## config.mk

```make
export PLATFORM = sky130hd
export DESIGN_NAME = midi_note_on_detector
export DESIGN_NICKNAME = d
export VERILOG_FILES = /design/src/rtl/mnd_pkg.sv /design/src/rtl/midi_note_on_detector.sv
export SDC_FILE = /design/constraint.sdc
export NUM_CORES = 1
export LEC_CHECK = 0
export BUFFER_PORTS_ARGS = -buffer_cell sky130_fd_sc_hd__buf_2
export CAP_MARGIN = 20
export CORE_MARGIN = 8
export CORE_UTILIZATION = 40
export DETAILED_ROUTE_END_ITERATION = 8
export MAX_ROUTING_LAYER = met4
export PLACE_DENSITY = 0.82
export SKIP_LAST_GASP = 1
export SLEW_MARGIN = 20
export SYNTH_ARGS = -nofsm -noshare
export SYNTH_HDL_FRONTEND = slang
export SYNTH_SLANG_ARGS = --single-unit
```

## constraint.sdc

```tcl
create_clock -name clk -period 2.1 [get_ports clk]
set_input_delay 0.42 -clock clk [delete_from_list [all_inputs] [get_ports clk]]
set_output_delay 0.42 -clock clk [all_outputs]
set_load 0.01 [all_outputs]
```

## src/rtl/mnd_pkg.sv

```systemverilog
// Package for the MIDI note-on detector.
// Holds the MIDI byte codes, the parser state type and the system message length table.
// No dependencies.
`timescale 1ns / 1ps

package mnd_pkg;

  localparam logic [7:0] STATUS_MASK   = 8'h80;
  localparam logic [7:0] SYSEX_START   = 8'hF0;
  localparam logic [7:0] SYSEX_END     = 8'hF7;
  localparam logic [7:0] HI_NOTE_ON    = 8'h90;
  localparam logic [7:0] HI_PROG_CHG   = 8'hC0;
  localparam logic [7:0] HI_CHAN_PRESS = 8'hD0;
  localparam logic [7:0] HI_MASK       = 8'hF0;
  localparam logic [7:0] CHAN_MASK     = 8'h0F;

  localparam logic [7:0] SYS_MTC_QF    = 8'hF1;
  localparam logic [7:0] SYS_SONG_POS  = 8'hF2;
  localparam logic [7:0] SYS_SONG_SEL  = 8'hF3;
  localparam logic [7:0] SYS_TUNE_REQ  = 8'hF6;
  localparam logic [7:0] RT_CLOCK      = 8'hF8;
  localparam logic [7:0] RT_START      = 8'hFA;
  localparam logic [7:0] RT_CONTINUE   = 8'hFB;
  localparam logic [7:0] RT_STOP       = 8'hFC;
  localparam logic [7:0] RT_SENSE      = 8'hFE;
  localparam logic [7:0] RT_RESET      = 8'hFF;

  localparam int          CHAN_W        = 5;
  localparam logic [0:0]  REG_LISTEN    = 1'b0;
  localparam logic [CHAN_W-1:0] LISTEN_RESET = 5'd1;

  typedef enum logic [2:0] {
    MODE_IDLE  = 3'b001,
    MODE_SYSEX = 3'b010,
    MODE_MSG   = 3'b100
  } mode_t;

  // Total length of a system message; zero marks an undefined code or a SysEx start or end byte.
  function automatic logic [1:0] system_length(input logic [7:0] b);
    logic [1:0] len;
    len = 2'd0;
    case (b) inside
      SYS_MTC_QF, SYS_SONG_SEL: len = 2'd2;
      SYS_SONG_POS:             len = 2'd3;
      SYS_TUNE_REQ, RT_CLOCK, RT_START, RT_CONTINUE, RT_STOP, RT_SENSE, RT_RESET:
                                len = 2'd1;
      default:                  len = 2'd0;
    endcase
    return len;
  endfunction

endpackage

```

## src/rtl/midi_note_on_detector.sv

```systemverilog
// Top level of the MIDI note-on detector: byte parser, output register with skid stage, APB port.
// Depends on mnd_pkg.
// The result item for an accepted byte goes into the output register, or into the skid stage while the output is held.
// Throughput: one byte per cycle while the skid stage is empty; the parser state updates in a single pass per byte.
// A skid stage lets a byte be accepted while the previous result still waits.
// Reset clears the parser to idle, empties the output stages and sets listen_channel to 1.
`timescale 1ns / 1ps

module midi_note_on_detector (
  input  logic        clk,
  input  logic        rst,
  input  logic        s_tvalid,
  output logic        s_tready,
  input  logic [7:0]  s_tdata,   // [7:0] data_byte
  input  logic        s_tlast,
  output logic        m_tvalid,
  input  logic        m_tready,
  output logic [7:0]  m_tdata,   // [7:0] velocity
  output logic        m_tuser,   // [0] note_on
  input  logic        psel,
  input  logic        penable,
  input  logic        pwrite,
  input  logic [2:0]  paddr,
  input  logic [31:0] pwdata,
  output logic [31:0] prdata,
  output logic        pready
);

  logic [mnd_pkg::CHAN_W-1:0] listen_channel;
  mnd_pkg::mode_t mode, mode_next;
  logic [1:0] bytes_left, bytes_left_next, bytes_dec, len;
  logic       cand, cand_next;
  logic       hit;
  logic [7:0] vel;
  logic [7:0] hi;
  logic       in_acc;
  logic       skid_valid;
  logic [7:0] skid_tdata;
  logic       skid_tuser;

  assign pready = 1'b1;
  assign prdata = (paddr[2] == mnd_pkg::REG_LISTEN) ?
                  {{(32-mnd_pkg::CHAN_W){1'b0}}, listen_channel} : 32'd0;

  always_ff @(posedge clk) begin
    if (rst) begin
      listen_channel <= mnd_pkg::LISTEN_RESET;
    end else if (psel && penable && pwrite && pready && paddr[2] == mnd_pkg::REG_LISTEN) begin
      listen_channel <= pwdata[mnd_pkg::CHAN_W-1:0];
    end
  end

  assign in_acc = s_tvalid && s_tready;
  assign hi     = s_tdata & mnd_pkg::HI_MASK;
  assign bytes_dec = bytes_left - 2'd1;

  always_comb begin
    mode_next       = mode;
    bytes_left_next = bytes_left;
    cand_next       = cand;
    hit             = 1'b0;
    vel             = 8'd0;
    len             = 2'd0;
    unique case (mode)
      mnd_pkg::MODE_SYSEX: begin
        if (s_tdata == mnd_pkg::SYSEX_END) begin
          mode_next       = mnd_pkg::MODE_IDLE;
          bytes_left_next = 2'd0;
          cand_next       = 1'b0;
        end
      end
      mnd_pkg::MODE_MSG: begin
        bytes_left_next = bytes_dec;
        if (bytes_dec == 2'd0) begin
          if (cand && s_tdata != 8'd0) begin
            hit = 1'b1;
            vel = s_tdata;
          end
          mode_next = mnd_pkg::MODE_IDLE;
          cand_next = 1'b0;
        end
      end
      default: begin
        if ((s_tdata & mnd_pkg::STATUS_MASK) != 8'd0) begin
          if (s_tdata == mnd_pkg::SYSEX_START) begin
            mode_next = mnd_pkg::MODE_SYSEX;
          end else if (s_tdata > mnd_pkg::SYSEX_START) begin
            len = mnd_pkg::system_length(s_tdata);
            if (len > 2'd1) begin
              mode_next       = mnd_pkg::MODE_MSG;
              bytes_left_next = len - 2'd1;
              cand_next       = 1'b0;
            end else begin
              mode_next       = mnd_pkg::MODE_IDLE;
              bytes_left_next = 2'd0;
              cand_next       = 1'b0;
            end
          end else begin
            mode_next       = mnd_pkg::MODE_MSG;
            bytes_left_next = (hi == mnd_pkg::HI_PROG_CHG || hi == mnd_pkg::HI_CHAN_PRESS) ?
                              2'd1 : 2'd2;
            cand_next       = (hi == mnd_pkg::HI_NOTE_ON) &&
                              ({1'b0, s_tdata[3:0]} + 5'd1 == listen_channel);
          end
        end else begin
          mode_next       = mnd_pkg::MODE_IDLE;
          bytes_left_next = 2'd0;
          cand_next       = 1'b0;
        end
      end
    endcase
    if (s_tlast) begin
      mode_next       = mnd_pkg::MODE_IDLE;
      bytes_left_next = 2'd0;
      cand_next       = 1'b0;
    end
  end

  always_ff @(posedge clk) begin
    if (rst) begin
      mode       <= mnd_pkg::MODE_IDLE;
      bytes_left <= 2'd0;
      cand       <= 1'b0;
    end else if (in_acc) begin
      mode       <= mode_next;
      bytes_left <= bytes_left_next;
      cand       <= cand_next;
    end
  end

  assign s_tready = !skid_valid;

  always_ff @(posedge clk) begin
    if (rst) begin
      m_tvalid   <= 1'b0;
      skid_valid <= 1'b0;
    end else begin
      if (skid_valid) begin
        if (m_tready) begin
          m_tvalid   <= 1'b1;
          m_tdata    <= skid_tdata;
          m_tuser    <= skid_tuser;
          skid_valid <= 1'b0;
        end
      end else if (in_acc) begin
        if (!m_tvalid || m_tready) begin
          m_tvalid <= 1'b1;
          m_tdata  <= vel;
          m_tuser  <= hit;
        end else begin
          skid_valid <= 1'b1;
          skid_tdata <= vel;
          skid_tuser <= hit;
        end
      end else if (m_tready) begin
        m_tvalid <= 1'b0;
      end
    end
  end

  a_vel_zero: assert property (@(posedge clk) disable iff (rst)
    m_tvalid && !m_tuser |-> m_tdata == 8'd0)
    else $error("velocity nonzero without note_on");

  a_last_clears: assert property (@(posedge clk) disable iff (rst)
    s_tvalid && s_tready && s_tlast |=> mode == mnd_pkg::MODE_IDLE && bytes_left == 2'd0 && !cand)
    else $error("parser state not cleared after packet end");

  a_skid_order: assert property (@(posedge clk) disable iff (rst)
    skid_valid |-> m_tvalid)
    else $error("skid stage holds an item while output is empty");

  a_msg_count: assert property (@(posedge clk) disable iff (rst)
    mode == mnd_pkg::MODE_MSG |-> bytes_left != 2'd0)
    else $error("open message with no bytes owed");

endmodule
```

== After elaboration in Yosys (flattened, before gate mapping) ==
Cells that the tools add are included.
Storage, ports and cells
  bits in registers: 31
  logic and storage cells: 120
  memory bits (writable): 0
  bits of input ports: 51
  memories: 0
  ROM bits: 0
  bits in latches: 0
  output and inout bits: 44
Operators by class
  divide/modulo/power cells: 0
  muxes and demuxes: 54
  $add $sub $neg: 3
  bitwise operators: 4
  shifts and indexed selects: 0
  reductions and logical operators: 24
  magnitude comparators: 2
  $mul: 0
  equality and inequality tests: 23
Operators by type and width (count)
  8-bit == test, second input constant: 12
  8-bit 2-to-1 mux: 7
  2-bit 2-to-1 mux: 13
  1-bit 2-to-1 mux: 23
  3-bit 2-to-1 mux: 7
  4-bit == test, second input constant: 3
  4-bit AND reduction: 3
  3-bit AND reduction: 3
  8-bit greater-than comparator, second input constant: 1
  8-bit nonzero test: 1
  7-bit OR reduction: 1
  1-bit logical AND: 6
  3-bit inequality test, second input constant: 2
  3-bit case mux with 2 select lines: 1
  2-bit nonzero test: 3
  4-bit by 1-bit adder with 5-bit output, second input constant: 1
  5-bit == test: 1
  5-bit 2-to-1 mux: 1
  5-bit by 3-bit inequality test with 1-bit output, second input constant: 1
  1-bit inverter: 4
  2-bit case mux with 2 select lines: 1
  2-bit OR reduction: 2
  2-bit by 1-bit subtractor with 2-bit output, second input constant: 2
  3-bit by 2-bit == test with 1-bit output, second input constant: 1
  other kinds (8): 10

== Longest topological paths before layout ==
  word-level depth: 16
  mapped depth: 7
  mapped depth without buffers: 7

== Least setup slack after synthesis ==
No wires, ideal clock.
  path type: input -> register
  start point: in s_tdata[0]
  end point: reg bytes_left[0]
  data arrival time: 1.693 ns
  slack: 0.338 ns
  required time: 2.031 ns
  buffers on the path: 0
  cell stages on the path: 6
  library setup time: 0.069 ns
  cell sequence: ha_1 -> nand2_1 -> o311ai_4 -> o211ai_2 -> or4_1 -> o21ai_1
On the way
  cells in the longest elaborated chain, start to end: 16
  elaborated cells on any way between the ends: 33
  those cells by class: add/sub (1); order compare (2); eq/ne (14); mux (13); reduce/logical (3)
RTL lines
  start: declaration: RTL line midi_note_on_detector.sv:14  | input logic [7:0] s_tdata,
  8-bit == test: RTL line midi_note_on_detector.sv:88  | len = mnd_pkg::system_length(s_tdata);
  7-bit OR reduction: RTL line mnd_pkg.sv:42  | case (b) inside
  1-bit 2-to-1 mux: RTL line mnd_pkg.sv:42
  2-bit 2-to-1 mux (2 in series): RTL line mnd_pkg.sv:42
  2-bit 2-to-1 mux: RTL line midi_note_on_detector.sv:87  | end else if (s_tdata > mnd_pkg::SYSEX_START) begin
  2-bit 2-to-1 mux: RTL line midi_note_on_detector.sv:85  | if (s_tdata == mnd_pkg::SYSEX_START) begin
  2-bit 2-to-1 mux: RTL line midi_note_on_detector.sv:84  | if ((s_tdata & mnd_pkg::STATUS_MASK) != 8'd0) begin
  2-bit 2-to-1 mux: RTL line midi_note_on_detector.sv:64  | unique case (mode)
  2-bit by 1-bit subtractor with 2-bit output or 2-bit by 1-bit greater-than comparator with 1-bit output (tied branches): RTL line midi_note_on_detector.sv:91, midi_note_on_detector.sv:89
  2-bit 2-to-1 mux: RTL line midi_note_on_detector.sv:89  | if (len > 2'd1) begin
  2-bit 2-to-1 mux: RTL line midi_note_on_detector.sv:87
  2-bit 2-to-1 mux: RTL line midi_note_on_detector.sv:85
  2-bit 2-to-1 mux: RTL line midi_note_on_detector.sv:84
  2-bit case mux with 2 select lines: RTL line midi_note_on_detector.sv:64
  2-bit 2-to-1 mux: RTL line midi_note_on_detector.sv:112  | if (s_tlast) begin
  end signal: assignment: RTL line midi_note_on_detector.sv:126  | bytes_left <= bytes_left_next;
  end: declaration: RTL line midi_note_on_detector.sv:31  | logic [1:0] bytes_left, bytes_left_next, bytes_dec, len;
Parallel ways exist; a longest one is shown, timed or not. The select of a mux whose other input is x is not followed.
A chain may end at the register's enable or synchronous reset.

== Worst setup path after layout ==
Same ends and word-level chain as after synthesis.

==> reports/metrics.cfg <==
[grt]
grt_pass1_vias = 1470
grt_overflow_total = 0
antenna_found_initial = 0
grt_pass1_wl_um = 6450
grt_usage_pct = 11.5
grt_max_degree = 18

[floorplanning]
die_w_um = 85.6
initial_core_util_pct = 41.3
core_area_um2 = 4690
row_count = 25
boundaryPins = 95
die_h_um = 85.6
dieArea_um2 = 7330

[logic_synthesis]
synth.area.top_cells = edfxtp_1 28%, dfxtp_1 13%, buf_4 11%, mux2_2 5.2%, nor2_1 3.7%
ys_seq_elements = 31
yosysTopAreaCell = edfxtp_1
synth-edff-count = 18
synth_cells = 189
yosysWarnings = 0
syn-cell-area_um2 = 1940
async_flop_share_pct = 0
ys_types = 50
synth_top_area_share_pct = 27.9
ys.flop_type = edfxtp_1
syn_avg_cell_area_um2 = 10.3
yosysSeqAreaShare_pct = 41.3

[critical_path]
critical_path.startpoint_type = input pin
endpoint_kind = flip-flop
critPathSlowestCell = or4_1
cp_max_fo = 6
cpPeakStageDelay_ns = 0.48
critPathKind = input pin to flip-flop
path_buf_inv = 1
cp.arrival_ns = 2.00
crit_required_ns = 2.31
crit_path_cell_trace = buf_2, ha_1, nand2_1, o311ai_4, o211ai_2, or4_1, o21ai_1
critPathTopFamily = simple AND/OR/NAND/NOR gates

[timing]
setup_violations = 0
finalCritPeriodShare_pct = 85.1
setup_ws_ns = 0.313
slew_viol_final = 0
layout_min_cycle_time_ns = 1.79
max_clock_freq_mhz = 559
slew-limit-headroom_pct = 63.5
worst_pin_slew_ns = 0.544
rsz0062_at_grt = no
finalClockSkew_ns = 0.00572
finalHoldViolations = 0
fin_setup_tns_ns = 0

[cts]
cts_root_buffer = clkbuf_8
clk_pin_slew_ns = 0.06
cts_buffers = 5
cts.repair.resized = 0
clock_path_buffers = 2
cts.sinks = 31
clk_latency_ns = 0.28
htreeDepth = 2
post-cts-setup-buffers = 0
postCtsHoldBufs = 0
cts_tree = yes

[placement]
dp_hpwl_um = 3090
portBuffers = 37
dpl_cell_area_um2 = 2050
dp_worst_setup_slack_ns = 0.0161
globalplace.congestion = 0.867

[outcome]
outcome = complete, no violations

[drt]
dr.pass1.iters = 4
final_antenna_net_count = 0
drc = 0
routed_wl_um = 3840
via_count = 1395
via_per_inst = 4.93
drtIter0Drc = 78
post_drt_wl_per_cell_um = 13.6

[finish]
regArea_um2 = 801
drive_gt1_share_pct = 27.9
num_antenna_cells = 0
multi_input_area_um2 = 966
stdcell_area_um2 = 2130
fillers = 466
fin_nets = 284
syn_to_final_growth_pct = 10.0

[pwr]
p_leak_uw = 0.000908
ir_drop_v = 0.000244
fin_total_pwr_uw = 1270
pwr_density_cell_nw_per_um2 = 595

[worst_hold_path]
hold_class = input pin to flip-flop

[run]
cap_violations = 0

[synthesized netlist by cell type, drive strengths merged, types with 2 or more instances]
library cell,number
buf,30
nor2,19
edfxtp,18
dfxtp,13
mux2,9
a21oi,8
nor2b,8
inv,7
mux2i,6
and2,5
ha,5
nand2,5
xnor2,5
and2b,4
and3,4
nand2b,3
nand3b,3
nor3,3
nor4,3
a211oi,2
clkbuf,2
conb,2
nand3,2
nand4b,2
o21ai,2
o21bai,2
o311ai,2
or4,2
[cells by family (layout without fill, tap and decap cells)]
logic type      after synthesis  after routing  synth area share [%]
simple gates                 68             68                  21.2
buf+inv                      39             53                  13.9
flops                        31             31                  41.3
compound gates               23             23                  8.90
mux                          15             15                  8.32
xor+xnor                      6              6                  2.71
fa+ha+maj                     5              5                  3.23
other cells                   2             28                 0.387
[registers in the layout, indices dropped and copies added, names as in the netlist]
name            cells
skid_tdata          8
cand                1
skid_valid          1
m_tuser             1
m_tdata             8
m_tvalid            1
mode                3
bytes_left          2
skid_tuser          1
listen_channel      5
[power by group]
part | switching (µW) | internal (µW)
clock | 204 | 225
combinational | 104 | 65.2
sequential | 10.2 | 660
[cell usage in the layout (no fill, tap or decap), types with 4 or more instances in the layout]
cell and instances:
clkbuf_8 5, edfxtp_1 18, nor2b_1 8, buf_2 37, and2_1 4, and2b_2 4, a21oi_1 8, mux2i_1 6
mux2_2 9, inv_1 6, nor2_1 19, xnor2_1 5, dfxtp_1 13, nand2_1 5, ha_1 5, conb_1 28
[metal layers]
layer,wire (µm),part of all wire (%),GRT usage (%),up-vias
met4,79,2.1,7.96,0
li1,-,-,-,689
met3,234,6.1,4.20,4
met1,1780,46,12.6,640
met5,0,0,-,-
met2,1740,45,17.1,62
[final cells by class]
class / count / area share [%]
repair buffers: 38 / 9.03
well taps: 54 / 3.17
multi-input cells: 145 / 45.3
inverters: 7 / 1.23
clock buffers: 6 / 3.40
flip-flops and latches: 31 / 37.5
clock inverters: 2 / 0.352
[path summary, 6_finish.rpt]
kind | from | endpoint | slack [ns] | cells past startpoint
setup / recovery | s_tdata[0] | bytes_left[0] | 0.31 | 7
hold / removal | pwdata[3] | listen_channel[3] | 0.37 | 3
setup reg to reg | mode[2] | bytes_left[0] | 0.37 | 5
hold reg to reg | cand | cand | 0.49 | 2
[worst register-to-register path, cell delays in order (launching register included)]
cell and delay (ns):
dfxtp_1 0.40, xnor2_1 0.12, o21ai_0 0.38, o211ai_2 0.17
or4_1 0.48, o21ai_1 0.12
[through the flow]
| stage | std cells | util (%) | hold WS (ns) |
|---|---|---|---|
| floorplan | 215 | - | 0.448 |
| global placement | 275 | 43.8 | 0.470 |
| detailed placement | 275 | 43.8 | 0.485 |
| CTS | 283 | 45.5 | 0.365 |
| global route | 283 | 45.5 | 0.385 |
| finish | 283 | 45.5 | 0.372 |
Power figures use the tool's default switching activity.
